## src/rtl/core/vm_scalar_builtin_alu_top_assert.svh

```systemverilog
// Assertion macros for the scalar builtin ALU.
`ifndef VM_SCALAR_BUILTIN_ALU_TOP_ASSERT_SVH
`define VM_SCALAR_BUILTIN_ALU_TOP_ASSERT_SVH

// Implication checked on every rising clock edge outside reset.
`define VSBA_ASSERT(lbl, ante, cons, msg) \
  lbl: assert property (@(posedge clk_i) disable iff (!rst_ni) (ante) |-> (cons)) \
    else $error(msg);

// Implication whose consequent is checked in the next cycle.
`define VSBA_ASSERT_NEXT(lbl, ante, cons, msg) \
  lbl: assert property (@(posedge clk_i) disable iff (!rst_ni) (ante) |=> (cons)) \
    else $error(msg);

`endif

```

## src/rtl/core/vsba_pkg.sv

```systemverilog
// Shared types and constants of the scalar builtin ALU.
package vsba_pkg;

  localparam int unsigned VW = 64;
  localparam int unsigned DW = 64;

  typedef enum logic [3:0] {
    K_ABS    = 4'd0,
    K_MIN    = 4'd1,
    K_MAX    = 4'd2,
    K_CLIP   = 4'd3,
    K_IDIV   = 4'd4,
    K_IMOD   = 4'd5,
    K_ISINT  = 4'd6,
    K_ORD    = 4'd7,
    K_CHR    = 4'd8,
    K_LETTER = 4'd9,
    K_DIGIT  = 4'd10,
    K_SPACE  = 4'd11,
    K_VOWEL  = 4'd12,
    K_LOWER  = 4'd13,
    K_UPPER  = 4'd14
  } kind_e;

  localparam logic [1:0] TAG_INT   = 2'd0;
  localparam logic [1:0] TAG_CHAR  = 2'd1;
  localparam logic [1:0] TAG_FLOAT = 2'd2;

  localparam logic [1:0] RES_INT  = 2'd0;
  localparam logic [1:0] RES_CHAR = 2'd1;
  localparam logic [1:0] RES_BOOL = 2'd2;

  localparam logic [1:0] ST_OK    = 2'd0;
  localparam logic [1:0] ST_TYPE  = 2'd1;
  localparam logic [1:0] ST_VALUE = 2'd2;
  localparam logic [1:0] ST_FLOAT = 2'd3;

  localparam logic [7:0] CHAR_MAX_CODE = 8'd255;
  localparam logic [7:0] CASE_DIST     = 8'h20;

  // Payload carried down the pipeline; rem and quo form the divider's shift pair.
  typedef struct packed {
    logic [VW-1:0] rem;
    logic [VW-1:0] quo;
    logic [VW-1:0] ub;
    logic [VW-1:0] bval;
    logic          neg_a;
    logic          neg_b;
    logic          is_div;
    logic          is_mod;
    logic [VW-1:0] res_value;
    logic [1:0]    res_tag;
    logic [1:0]    status;
  } pipe_t;

  typedef struct packed {
    logic [DW-1:0] value;
    logic [1:0]    tag;
    logic [1:0]    status;
  } out_item_t;

endpackage

```

## src/rtl/core/vsba_decode.sv

```systemverilog
// First stage: arity and tag checks, the non-division results and divider setup.
module vsba_decode (
  input  logic                    clk_i,
  input  logic                    rst_ni,
  input  logic                    en_i,
  input  logic                    valid_i,
  input  logic [3:0]              kind_i,
  input  logic [1:0]              arg_count_i,
  input  logic [1:0]              tag_a_i,
  input  logic [1:0]              tag_b_i,
  input  logic [1:0]              tag_c_i,
  input  logic [vsba_pkg::DW-1:0] operand_a_i,
  input  logic [vsba_pkg::DW-1:0] operand_b_i,
  input  logic [vsba_pkg::DW-1:0] operand_c_i,
  output logic                    valid_o,
  output vsba_pkg::pipe_t         data_o
);
  import vsba_pkg::*;

  logic [VW-1:0] a, b, c, clip_lo, lower_v, upper_v;
  logic [7:0]    a8, a8_low;
  logic          hz, is_up, is_lo, num_a, num_b, num_c;
  logic [1:0]    arity;
  kind_e         kind;
  pipe_t         d;
  logic          valid_q;
  pipe_t         data_q;

  assign a    = operand_a_i[VW-1:0];
  assign b    = operand_b_i[VW-1:0];
  assign c    = operand_c_i[VW-1:0];
  assign kind = kind_e'(kind_i);

  // A value counts as a character code only when every bit above the low byte is zero.
  assign hz      = (a[VW-1:8] == '0);
  assign a8      = a[7:0];
  assign is_up   = hz && (a8 >= 8'h41) && (a8 <= 8'h5a);
  assign is_lo   = hz && (a8 >= 8'h61) && (a8 <= 8'h7a);
  assign a8_low  = is_up ? (a8 + CASE_DIST) : a8;
  assign lower_v = is_up ? (a + VW'(CASE_DIST)) : a;
  assign upper_v = is_lo ? (a - VW'(CASE_DIST)) : a;
  assign clip_lo = ($signed(a) < $signed(b)) ? b : a;
  assign num_a   = (tag_a_i == TAG_INT) || (tag_a_i == TAG_FLOAT);
  assign num_b   = (tag_b_i == TAG_INT) || (tag_b_i == TAG_FLOAT);
  assign num_c   = (tag_c_i == TAG_INT) || (tag_c_i == TAG_FLOAT);

  always_comb begin
    unique case (kind)
      K_CLIP:                       arity = 2'd3;
      K_MIN, K_MAX, K_IDIV, K_IMOD: arity = 2'd2;
      default:                      arity = 2'd1;
    endcase
  end

  always_comb begin
    d           = '0;
    d.rem       = '0;
    d.quo       = a[VW-1] ? (VW'(0) - a) : a;
    d.ub        = b[VW-1] ? (VW'(0) - b) : b;
    d.bval      = b;
    d.neg_a     = a[VW-1];
    d.neg_b     = b[VW-1];
    d.res_tag   = RES_INT;
    d.status    = ST_OK;
    if (kind_i == 4'hf || arg_count_i != arity) begin
      d.status = ST_TYPE;
    end else begin
      unique case (kind)
        K_ABS: begin
          if (!num_a) d.status = ST_TYPE;
          else if (tag_a_i == TAG_FLOAT) d.status = ST_FLOAT;
          else d.res_value = a[VW-1] ? (VW'(0) - a) : a;
        end
        K_MIN, K_MAX: begin
          if (!num_a || !num_b || tag_a_i != tag_b_i) d.status = ST_TYPE;
          else if (tag_a_i == TAG_FLOAT) d.status = ST_FLOAT;
          else if (kind == K_MIN) d.res_value = ($signed(b) < $signed(a)) ? b : a;
          else d.res_value = ($signed(a) < $signed(b)) ? b : a;
        end
        K_CLIP: begin
          if (!num_a || !num_b || !num_c || tag_a_i != tag_b_i || tag_a_i != tag_c_i)
            d.status = ST_TYPE;
          else if (tag_a_i == TAG_FLOAT) d.status = ST_FLOAT;
          else d.res_value = ($signed(c) < $signed(clip_lo)) ? c : clip_lo;
        end
        K_IDIV, K_IMOD: begin
          if (tag_a_i != TAG_INT || tag_b_i != TAG_INT) d.status = ST_TYPE;
          else if (b != '0) begin
            d.is_div = 1'b1;
            d.is_mod = (kind == K_IMOD);
          end
        end
        K_ISINT: begin
          d.res_tag   = RES_BOOL;
          d.res_value = VW'(tag_a_i == TAG_INT);
        end
        K_ORD: begin
          if (tag_a_i != TAG_CHAR) d.status = ST_TYPE;
          else d.res_value = a;
        end
        K_CHR: begin
          if (tag_a_i != TAG_INT) d.status = ST_TYPE;
          else if (!hz || a8 > CHAR_MAX_CODE) d.status = ST_VALUE;
          else begin
            d.res_value = a;
            d.res_tag   = RES_CHAR;
          end
        end
        default: begin
          if (tag_a_i != TAG_CHAR) d.status = ST_TYPE;
          else begin
            unique case (kind)
              K_LETTER: begin
                d.res_tag   = RES_BOOL;
                d.res_value = VW'(is_up || is_lo);
              end
              K_DIGIT: begin
                d.res_tag   = RES_BOOL;
                d.res_value = VW'(hz && a8 >= 8'h30 && a8 <= 8'h39);
              end
              K_SPACE: begin
                d.res_tag   = RES_BOOL;
                d.res_value = VW'(hz && (a8 == 8'h20 || (a8 >= 8'h09 && a8 <= 8'h0d)));
              end
              K_VOWEL: begin
                d.res_tag   = RES_BOOL;
                d.res_value = VW'(hz && (a8_low == 8'h61 || a8_low == 8'h65 ||
                                         a8_low == 8'h69 || a8_low == 8'h6f ||
                                         a8_low == 8'h75));
              end
              K_LOWER: begin
                d.res_tag   = RES_CHAR;
                d.res_value = lower_v;
              end
              default: begin
                d.res_tag   = RES_CHAR;
                d.res_value = upper_v;
              end
            endcase
          end
        end
      endcase
    end
    if (d.status != ST_OK) begin
      d.res_value = '0;
      d.res_tag   = RES_INT;
      d.is_div    = 1'b0;
      d.is_mod    = 1'b0;
    end
  end

  always_ff @(posedge clk_i or negedge rst_ni) begin
    if (!rst_ni) begin
      valid_q <= 1'b0;
    end else if (en_i) begin
      valid_q <= valid_i;
    end
  end

  always_ff @(posedge clk_i) begin
    if (en_i) begin
      data_q <= d;
    end
  end

  assign valid_o = valid_q;
  assign data_o  = data_q;

endmodule

```

## config.mk

```make
export PLATFORM = sky130hd
export DESIGN_NAME = vsba_decode
export DESIGN_NICKNAME = d
export VERILOG_FILES = /design/src/rtl/core/vm_scalar_builtin_alu_top_assert.svh /design/src/rtl/core/vsba_pkg.sv /design/src/rtl/core/vsba_decode.sv
export SDC_FILE = /design/constraint.sdc
export NUM_CORES = 1
export LEC_CHECK = 0
export BUFFER_PORTS_ARGS = -buffer_cell sky130_fd_sc_hd__buf_4
export CAP_MARGIN = 25
export CORE_AREA = 2 2 206 208
export DETAILED_ROUTE_END_ITERATION = 10
export DIE_AREA = 0 0 208 210
export HOLD_SLACK_MARGIN = 0.02
export PLACE_DENSITY = 0.69
export SLEW_MARGIN = 20
export SYNTH_ARGS = -nofsm -noshare
export SYNTH_HDL_FRONTEND = slang
export SYNTH_SLANG_ARGS = --single-unit
```

## constraint.sdc

```tcl
create_clock -name clk_i -period 1 [get_ports clk_i]
set_input_delay 0.2 -clock clk_i [delete_from_list [all_inputs] [get_ports clk_i]]
set_output_delay 0.2 -clock clk_i [all_outputs]
set_load 0.01 [all_outputs]
```

==> key figures, run 1 <==
Run status
  – Status: complete, but fails checks
  – Failing checks: setup timing

Floorplan
  – Core ar.: 41,500 µm²
  – Vert. Die Dim: 210 µm
  – Initial Utilization: 45.4%
  – Die area: 43,700 µm²
  – Ports: 537
  – Rows: 75
  – Die width: 208 µm

Synthesis
  – Sequential area share after synthesis: 41.9%
  – EDFF count, synth: 262
  – Yosys top cell by area: edfxtp_1
  – Synth Instances: 1,918
  – Ys async rst share: 0.380%
  – Dominant synthesized flop cell: edfxtp_1
  – Ranking of synthesized cells by area: edfxtp_1, ha_1, xnor2_1, a21oi_1, buf_4
  – Syn_area_per_cell: 9.82 µm²
  – FF+latch count, synth: 263
  – Warnings from Yosys: 0
  – Post-Syn Area: 18,800 µm²
  – Area share of the largest cell type after synthesis: 41.8%
  – Post-synthesis cell type count: 86

Timing
  – Skew final: 0 ns
  – Final setup viols: 490
  – Final period util: 535%
  – FMAX: 187 MHz
  – Tmin final: 5.35 ns
  – Final Hold Fails: 0
  – PnR worst setup slack: -4.35 ns
  – Least-Margin Pin Slew: 0.740 ns
  – Unrepaired setup endpoints after global routing: yes
  – Worst rel slew slack: 50.6%
  – Final max-slew violation count: 0

Cells and area
  – Most frequent cells in the layout: buf_4, edfxtp_1, a21oi_1, ha_1, dlygate4sd3_1
  – Design area: 31,700 µm²
  – Core Util, Final: 76.4%
  – Commonest non-fill, non-tap cell in the layout: buf_4
  – Filler cells: 2,843
  – Layout cells sized above 1: 46.7%
  – Final net count: 3,413
  – Area Growth Syn to Fin: 68.1%

Placed design
  – Setup WS pre-CTS: -5.46 ns
  – IO Port Bufs: 472
  – Dpl hpwl: 66,800 µm
  – Placed Instance Area: 28,500 µm²
  – Final GP Congestion: 1.02

Drt
  – Initial DRC Count: 2,358
  – Via Count: 21,700
  – Wire per inst: 24.4 µm
  – Routed WL: 88,600 µm
  – ANT nets after route: 0
  – Post-route DRC: 0
  – Pre-Repair DR Iteration Count: 6
  – DR vias/cell: 5.97

Global routing
  – GR Util All Layers: 38.7%
  – Congestion Overflow GR: 0
  – Initial antenna violation count: 2
  – Vias in the first global route: 21,500
  – First-pass GRT wire length: 130,000 µm
  – Grt met1 use: 49.7%
  – Grt met3 use: 6.90%
  – Largest net degree at the start of global routing: 57
  – Most Crowded Layer GR: met2
  – GR Layer Usage met2: 63.9%

Worst setup path
  – Critical Path Max Stage Delay: 0.42 ns
  – Setup CP Type: input pin to register
  – Critical path launch point type: input pin
  – Cell mode on critical path: buf_4
  – Worst endpoint data arrival time: 5.68 ns
  – Slowest CP cell: a221oi_4
  – WP data required: 1.34 ns
  – CP endpoint kind: register
  – Largest fanout on the critical path: 7
  – Reg2Reg Setup Slack: 0.24 ns
  – R2R depth: 1

Clock tree
  – Maximum root-to-sink buffer count: 3
  – Clk sinks: 263
  – CTS tree: built
  – Clock transition at path regs: 0.06 ns
  – CTS Root Cell: clkbuf_16
  – Insertion delay to the later sink of the worst-skew pair: 0.59 ns
  – CTS buffer count: 31
  – Htree depth: 1

Power
  – Peak supply drop: 1360 µV
  – Final Power: 40.6 mW
  – Lkg Pwr: 14.1 nW
  – Cell Pwr Density: 1280 nW/µm²

Hold path
  – Min-Delay Path Class: input pin to register
  – Min-Delay Path Depth: 4

Run
  – Max-Cap Viols: 0
## path summary, 6_finish.rpt
path                                  from          to
setup / recovery           operand_b_i[45]  data_o[63]
hold / removal             operand_c_i[53]  data_o[57]
setup reg to reg                   valid_o     valid_o
hold reg to reg                    valid_o     valid_o
max in group asynchronous           rst_ni     valid_o
min in group asynchronous           rst_ni     valid_o
## logic make-up after synthesis
logic type      Yosys count  synth area share, %
other cells               1               0.0199
mux                      39                 2.11
xor+xnor                128                 5.95
fa+ha+maj               136                 9.03
buf+inv                 267                 6.92
compound gates          551                 19.8
simple gates            533                 14.2
flops                   263                 41.9
## per-stage QoR
stage / hold WS, ns / setup TNS (ns) / instances
CTS: 0.0211 / -494.93 / 3625
floorplan: -0.0956 / -426.80 / 1981
global placement: -0.0252 / -572.87 / 3438
global route: 0.0383 / -524.75 / 3633
detailed placement: -0.0245 / -582.04 / 3438
finish: 0.0245 / -505.53 / 3633
## critical path: cells and delay by family
| family | cells | cell delay [ns] |
|---|---|---|
| multiplexers | 1 | 0.41 |
| buffers and inverters | 9 | 1.20 |
| adder cells (fa/ha/maj) | 2 | 0.59 |
| AO/OA/AOI/OAI | 10 | 2.30 |
| AND/OR/NAND/NOR | 4 | 0.72 |
| XOR/XNOR | 1 | 0.22 |
## synth_stat cells, types with 6 or more instances
master,n
a211o_1,56
a211oi_1,7
a21o_1,32
a21oi_1,157
a221oi_1,16
a22oi_1,7
a31oi_1,14
a32oi_1,23
and3_1,8
buf_1,19
buf_2,7
buf_4,66
buf_6,6
clkbuf_1,88
edfxtp_1,262
ha_1,136
inv_1,81
mux2_2,6
mux2i_1,33
nand2_1,131
nand2b_1,21
nand3_1,37
nand4_1,35
nor2_1,127
nor2b_1,10
nor3_1,69
nor4_1,17
o211ai_1,9
o21a_1,8
o21ai_0,69
o22ai_1,48
o2bb2ai_1,6
o31ai_1,32
o41ai_1,18
or2_2,11
or3_1,16
or4_1,17
xnor2_1,122
xor2_1,6
## where the power goes
part / internal (mW) / total [mW] / leakage (nW) / switching [mW]
combinational: 6.88 / 14.2 / 11.0 / 7.33
clock: 7.52 / 12.7 / 0.536 / 5.17
sequential: 13.2 / 13.6 / 2.56 / 0.424
## layout make-up
| class | instances | area (µm²) | area share, % |
|---|---|---|---|
| inverter | 81 | 339 | 1.07 |
| clock buffer | 33 | 783 | 2.47 |
| antenna | 1 | 2.50 | 0.00790 |
| tap | 539 | 674 | 2.13 |
| sequential | 263 | 7890 | 24.9 |
| clock inverter | 24 | 330 | 1.04 |
| timing repair buffer | 1240 | 10100 | 32.0 |
| multi-input combinational | 1452 | 11500 | 36.4 |
## per-layer routing
layer  routed length (µm)  vias up  share of wire, %
li1                     -     9491                 -
met1                34100    10400                38
met2                41500     1454                47
met3                 8470      307               9.6
met4                 4460        2               5.0
met5                   13        -             0.015
## flip-flops by register name, summed over array words and instances, names as in the netlist
name / count
data_o: 262
valid_o: 1
## timing repair
action / CTS / global route
endpoints found under the setup margin: 455 / 486
cloned: 1 / 1
pin swaps: 26 / 23
gates resized for setup: 58 / 64
hold buffers: 123 / 0
setup buffers: 6 / 7
hold endpoints to repair: 124 / 0
Note: power is estimated with default switching activity, not from simulation.
==> run 2: changes to the inputs <==
CAP_MARGIN = unset   (was 25)
SKIP_LAST_GASP = 1   (was unset)
==> run 2 against run 1 <==
The flow still finishes with violations (setup timing). Critical path depth rose by 2. Highest routed layer unchanged. Sequential share of layout area rose by 0.26 points. Non-clock buffer count did not move. Combinational power barely moved. First-iteration DRC count fell by 7.2%. Largest power group unchanged. Die area did not move. Flip-flop and latch count did not move. Power fell by 0.36%.
==> key figures, run 2 (synthesized netlist as in run 1, its figures left out) <==
Power
  – Peak supply drop: 1350 µV (-1.0%)
  – Clock power share: 31.4% (about the same)
  – Lkg Pwr: 14.0 nW (-0.94%)
  – Final Power: 40.4 mW (-0.36%)
  – Combinational Power Share: 34.8% (-0.2 points)
  – Fraction of power spent switching nets: 31.8% (-0.072 points)
  – Reported net switching power: 12.9 mW (-0.59%)
  – Power share of the sequential group: 33.8% (about the same)
  – Cell Pwr Density: 1290 nW/µm² (+0.67%)
  – Internal power: 27.6 mW (-0.26%)

Cells and area
  – Final net count: 3,413 (unchanged)
  – Layout Cells excl Fill: 3,633 (unchanged)
  – Design area: 31,300 µm² (-1.0%)
  – Core Util, Final: 75.6% (-0.79 points)
  – Largest register FFs: 262 (unchanged)
  – Commonest non-fill, non-tap cell in the layout: buf_4
  – Most frequent cells in the layout: buf_4, edfxtp_1, a21oi_1, ha_1, dlygate4sd3_1
  – Filler cells: 2,897 (+1.9%)
  – Layout cells sized above 1: 45.4% (-1.3 points)
  – Area Growth Syn to Fin: 66.4%

Worst setup path
  – Critical Path Max Stage Delay: 0.33 ns (-0.09 ns)
  – Worst endpoint data arrival time: 5.67 ns (about the same)
  – Setup CP Type: input pin to register
  – Cell mode on critical path: buf_4
  – WP data required: 1.34 ns (about the same)
  – Largest fanout on the critical path: 19 (+12)
  – R2R depth: 1 (unchanged)
  – Reg2Reg Setup Slack: 0.24 ns (about the same)
  – Slowest CP cell: nor4_2
  – Critical path launch point type: input pin
  – CP endpoint kind: register

Placed design
  – Setup WS pre-CTS: -5.46 ns (unchanged)
  – IO Port Bufs: 472 (unchanged)
  – Dpl hpwl: 66,800 µm (unchanged)
  – Placed Instance Area: 28,500 µm² (unchanged)
  – Final GP Congestion: 1.02 (unchanged)
  – Placed cells: 3,438 (unchanged)

Drt
  – Routed WL: 87,800 µm (-0.87%)
  – DR vias/cell: 5.95 (-0.29%)
  – Initial DRC Count: 2,189 (-7.2%)
  – Pre-Repair DR Iteration Count: 6 (unchanged)
  – Via Count: 21,600 (-0.29%)
  – Wire per inst: 24.2 µm (-0.87%)
  – ANT nets after route: 0 (unchanged)
  – Post-route DRC: 0 (unchanged)

Global routing
  – Vias in the first global route: 21,500 (-0.20%)
  – GR Util All Layers: 38.6% (-0.16 points)
  – Largest net degree at the start of global routing: 57 (unchanged)
  – First-pass GRT wire length: 129,000 µm (-0.44%)
  – Congestion Overflow GR: 0 (unchanged)
  – Initial antenna violation count: 3 (+1)

Clock tree
  – Maximum root-to-sink buffer count: 3 (unchanged)
  – Clk sinks: 263 (unchanged)
  – Clock transition at path regs: 0.06 ns (about the same)
  – CTS buffer count: 31 (unchanged)
  – Insertion delay to the later sink of the worst-skew pair: 0.59 ns (about the same)
  – CTS tree: built
  – CTS Root Cell: clkbuf_16
  – Htree depth: 1 (unchanged)

Timing
  – Setup TNS: -522.96 ns (-17.43 ns)
  – Final setup viols: 483 (-1.4%)
  – Worst rel slew slack: 33.2% (-17 points)
  – Final period util: 533% (-1.9 points)
  – Worst Hold Slack: 0.0303 ns (+0.00581 ns)
  – FMAX: 188 MHz (+0.35%)
  – Final Hold Fails: 0 (unchanged)
  – Least-Margin Pin Slew: 1.00 ns (+0.261 ns)
  – Skew final: 0 ns (unchanged)
  – Final max-slew violation count: 0 (unchanged)
  – Tmin final: 5.33 ns (-0.0188 ns)
  – Unrepaired setup endpoints after global routing: yes
  – PnR worst setup slack: -4.33 ns (+0.0188 ns)

Floorplan
  – Vert. Die Dim: 210 µm (unchanged)
  – Rows: 75 (unchanged)
  – Initial Utilization: 45.4% (unchanged)
  – Die width: 208 µm (unchanged)
  – Core ar.: 41,500 µm² (unchanged)
  – Ports: 537 (unchanged)
  – Die area: 43,700 µm² (unchanged)

Hold path
  – Min-Delay Path Class: input pin to register
  – Min-Delay Path Depth: 4 (unchanged)

Run status
  – Status: complete, but fails checks
  – Failing checks: setup timing

Run
  – Max-Cap Viols: 0 (unchanged)
## run 2: cell counts in the layout (fill, tap and decap cells not counted)
Identical to the previous run, type by type.
## run 2: power by group through the flow
| stage | clock network (mW) | logic (mW) | registers [mW] |
|---|---|---|---|
| 3_3_place_gp | 0 | 12.5 | 13.8 |
| 6_report | 12.7 | 14.1 | 13.6 |
| 4_1_cts | 12.7 | 13.4 | 13.6 |
| 5_1_grt | 13.1 | 14.9 | 13.7 |
| 3_5_place_dp | 0 | 12.7 | 13.8 |
| 2_1_floorplan | 0 | 5.16 | 14.2 |
## run 2: area by class of cell
type	count	area (µm²)	share of cell area, %
Sequential cell	263	7890	25.2
Tap cell	539	674	2.15
Timing Repair Buffer	1240	10000	32.1
Clock inverter	24	330	1.05
Multi-Input combinational cell	1452	11300	36.0
Antenna cell	1	2.50	0.00798
Clock buffer	33	783	2.50
Inverter	81	339	1.08
## run 2: what timing repair did
action,4_1_cts,5_1_grt
pin swaps,10,17
endpoints found under the hold margin,123,0
setup buffers,6,7
setup endpoints to repair,455,486
hold buffers,123,0
cloned,1,1
resized for setup,22,35
## run 2: path summary, 6_finish.rpt
check	endpoint	start
worst max-delay path	data_o[8]	operand_b_i[56]
worst min-delay path	data_o[57]	operand_c_i[53]
worst max register to register	valid_o	valid_o
worst min register to register	valid_o	valid_o
max in group asynchronous	valid_o	rst_ni
min in group asynchronous	valid_o	rst_ni
## run 2: per-layer routing
metal / track usage [%] / up-vias / part of all wire (%)
met4: 17.7 / 2 / 5.0
met5: 0 / - / 0.015
met1: 49.2 / 10300 / 38
met3: 7.11 / 315 / 10
li1: - / 9482 / -
met2: 63.8 / 1480 / 47
## run 2: critical path: cells and delay by family
family / cells / cell delay, ns
adder cells (fa/ha/maj): 2 / 0.55
buffers and inverters: 10 / 1.36
AO/OA/AOI/OAI: 8 / 1.81
AND/OR/NAND/NOR: 8 / 1.48
XOR/XNOR: 1 / 0.22
==> run 3: changes to the inputs <==
BUFFER_PORTS_ARGS = -buffer_cell sky130_fd_sc_hd__buf_2   (was -buffer_cell sky130_fd_sc_hd__buf_4)
==> run 3 against run 2 <==
The run still ends with setup timing left. Flip-flop and latch count did not move. Sequential power barely moved. Combinational power fell by 6%. Power fell by 8.6%. Die area did not move. Count of clock-buffer cells in the layout fell by 2. Clock skew did not move. Sequential share of layout area rose by 1.3 points. Non-clock buffer count fell by 19. Setup slack improved by 0.031 ns.
==> key figures, run 3 (synthesized netlist as in run 1, its figures left out) <==
Run status
  – Failing checks: setup timing
  – Status: complete, but fails checks

Run
  – Max-Cap Viols: 0 (unchanged)

Power
  – Fraction of power spent switching nets: 32.9% (+1.1 points)
  – Cell Pwr Density: 1240 nW/µm² (-3.8%)
  – Final Power: 36.9 mW (-8.6%)
  – Reported net switching power: 12.1 mW (-5.5%)
  – Lkg Pwr: 13.3 nW (-4.6%)
  – Internal power: 24.8 mW (-10%)
  – Peak supply drop: 1240 µV (-8.2%)
  – Combinational Power Share: 35.7% (+0.9 points)
  – Power share of the sequential group: 36.8% (+3.0 points)
  – Clock power share: 27.5% (-3.9 points)

Drt
  – Pre-Repair DR Iteration Count: 6 (unchanged)
  – Initial DRC Count: 2,165 (-1.1%)
  – Routed WL: 86,000 µm (-2.1%)
  – DR vias/cell: 5.90 (-0.90%)
  – ANT nets after route: 0 (unchanged)
  – Wire per inst: 23.8 µm (-1.4%)
  – Post-route DRC: 0 (unchanged)
  – Via Count: 21,300 (-1.6%)

Hold path
  – Min-Delay Path Class: input pin to register

Timing
  – Unrepaired setup endpoints after global routing: yes
  – Least-Margin Pin Slew: 0.733 ns (-0.268 ns)
  – Worst rel slew slack: 51.1% (+18 points)
  – Skew final: 0 ns (unchanged)
  – PnR worst setup slack: -4.30 ns (+0.0309 ns)
  – Final max-slew violation count: 0 (unchanged)
  – Final period util: 530% (-3.1 points)
  – FMAX: 189 MHz (+0.58%)
  – Tmin final: 5.30 ns (-0.0309 ns)
  – Final Hold Fails: 0 (unchanged)
  – Final setup viols: 462 (-4.3%)

Worst setup path
  – Setup CP Type: input pin to register
  – WP data required: 1.32 ns (-0.02 ns)
  – CP endpoint kind: register
  – Worst endpoint data arrival time: 5.62 ns (-0.05 ns)
  – Largest fanout on the critical path: 18 (-1)
  – Critical path launch point type: input pin

Clock tree
  – CTS tree: built
  – Clk sinks: 263 (unchanged)
  – Htree depth: 1 (unchanged)
  – Maximum root-to-sink buffer count: 3 (unchanged)
  – Insertion delay to the later sink of the worst-skew pair: 0.57 ns (-0.02 ns)
  – CTS buffer count: 28 (-9.7%)
  – Clock transition at path regs: 0.07 ns (about the same)
  – CTS Root Cell: clkbuf_16

Cells and area
  – Area Growth Syn to Fin: 58.1%
  – Design area: 29,800 µm² (-5.0%)
  – Commonest non-fill, non-tap cell in the layout: buf_4
  – Most frequent cells in the layout: buf_4, buf_2, edfxtp_1, a21oi_1, ha_1
  – Final net count: 3,391 (-0.64%)
  – Filler cells: 3,105 (+7.2%)
  – Layout cells sized above 1: 45.6% (+0.19 points)
  – Largest register FFs: 262 (unchanged)

Global routing
  – Congestion Overflow GR: 0 (unchanged)
  – GR Util All Layers: 37.8% (-0.79 points)
  – Vias in the first global route: 20,800 (-2.9%)
  – First-pass GRT wire length: 126,000 µm (-2.4%)
  – Largest net degree at the start of global routing: 44 (-23%)
  – Initial antenna violation count: 6 (+3)

Floorplan
  – Initial Utilization: 45.4% (unchanged)
  – Ports: 537 (unchanged)
  – Core ar.: 41,500 µm² (unchanged)
  – Vert. Die Dim: 210 µm (unchanged)
  – Rows: 75 (unchanged)
  – Die area: 43,700 µm² (unchanged)
  – Die width: 208 µm (unchanged)

Placed design
  – Final GP Congestion: 0.991 (-2.9%)
  – IO Port Bufs: 472 (unchanged)
  – Dpl hpwl: 66,100 µm (-0.94%)
  – Placed Instance Area: 27,300 µm² (-4.4%)
run 3: final cells by class:
cell class	instances	area (µm²)	share of cell area, %
inverter	81	339	1.14
timing repair buffer	1221	8690	29.2
tap	539	674	2.26
sequential	263	7890	26.5
multi-input combinational	1452	11300	38.0
clock buffer	31	733	2.46
clock inverter	17	119	0.399
antenna	5	12.5	0.0420
run 3: through the flow:
step	util (%)	setup slack (ns)	setup TNS, ns	hold WS [ns]	instances
5_1_grt	71.8	-4.44	-545.62	0.0306	3607
3_5_place_dp	65.8	-5.13	-563.38	-0.0249	3433
4_1_cts	71.2	-4.18	-512.97	0.0250	3594
3_3_place_gp	65.8	-4.99	-552.43	-0.0261	3433
2_1_floorplan	-	-4.32	-426.80	-0.0956	1981
6_report	71.8	-4.30	-523.14	0.0439	3609
run 3: worst paths after layout:
path	start	end	cells past startpoint	slack (ns)
min in group asynchronous	rst_ni	valid_o	3	0.48
setup / recovery	operand_b_i[25]	data_o[7]	27	-4.30
hold reg to reg	valid_o	valid_o	1	0.52
hold / removal	operand_c_i[28]	data_o[32]	2	0.04
max in group asynchronous	rst_ni	valid_o	3	0.41
setup reg to reg	valid_o	valid_o	1	0.25
run 3: per-layer routing:
metal	global-route usage, %	part of all wire [%]	up-vias
li1	-	-	9460
met2	61.8	46	1326
met4	18.7	5.5	4
met1	48.9	39	10200
met5	0	0.031	-
met3	5.96	9.1	310
run 3: power groups by stage:
stage / Sequential (mW) / Combinational, mW / Clock (mW)
3_5_place_dp: 13.8 / 11.8 / 0
4_1_cts: 13.6 / 12.7 / 10.2
6_report: 13.6 / 13.2 / 10.2
3_3_place_gp: 13.8 / 11.7 / 0
5_1_grt: 13.6 / 14.1 / 10.6
2_1_floorplan: 14.2 / 5.16 / 0
run 3: repair_timing:
action                                  CTS  global route
resized for setup                        47            20
gates cloned                              2             2
endpoints found under the setup margin  462           462
hold buffers                            103             0
endpoints found under the hold margin   102             0
pin swaps                                18            14
buffers inserted                          8             8
run 3: critical path: stages:
cell       delay [ns]
buf_2            0.11
inv_1            0.09
ha_4             0.28
nand4_1          0.19
nor4_2           0.39
buf_4            0.16
nand4_1          0.16
a31oi_4          0.24
nor4_4           0.07
buf_4            0.17
xor2_4           0.25
buf_6            0.17
nor2_1           0.04
a21oi_1          0.20
ha_1             0.29
a21o_1           0.18
a211o_1          0.30
o211ai_1         0.15
a2111oi_4        0.11
buf_4            0.16
a2111o_1         0.36
a211oi_4         0.24
o21ai_4          0.14
a21o_4           0.25
and2_4           0.20
buf_12           0.16
a211o_1          0.30
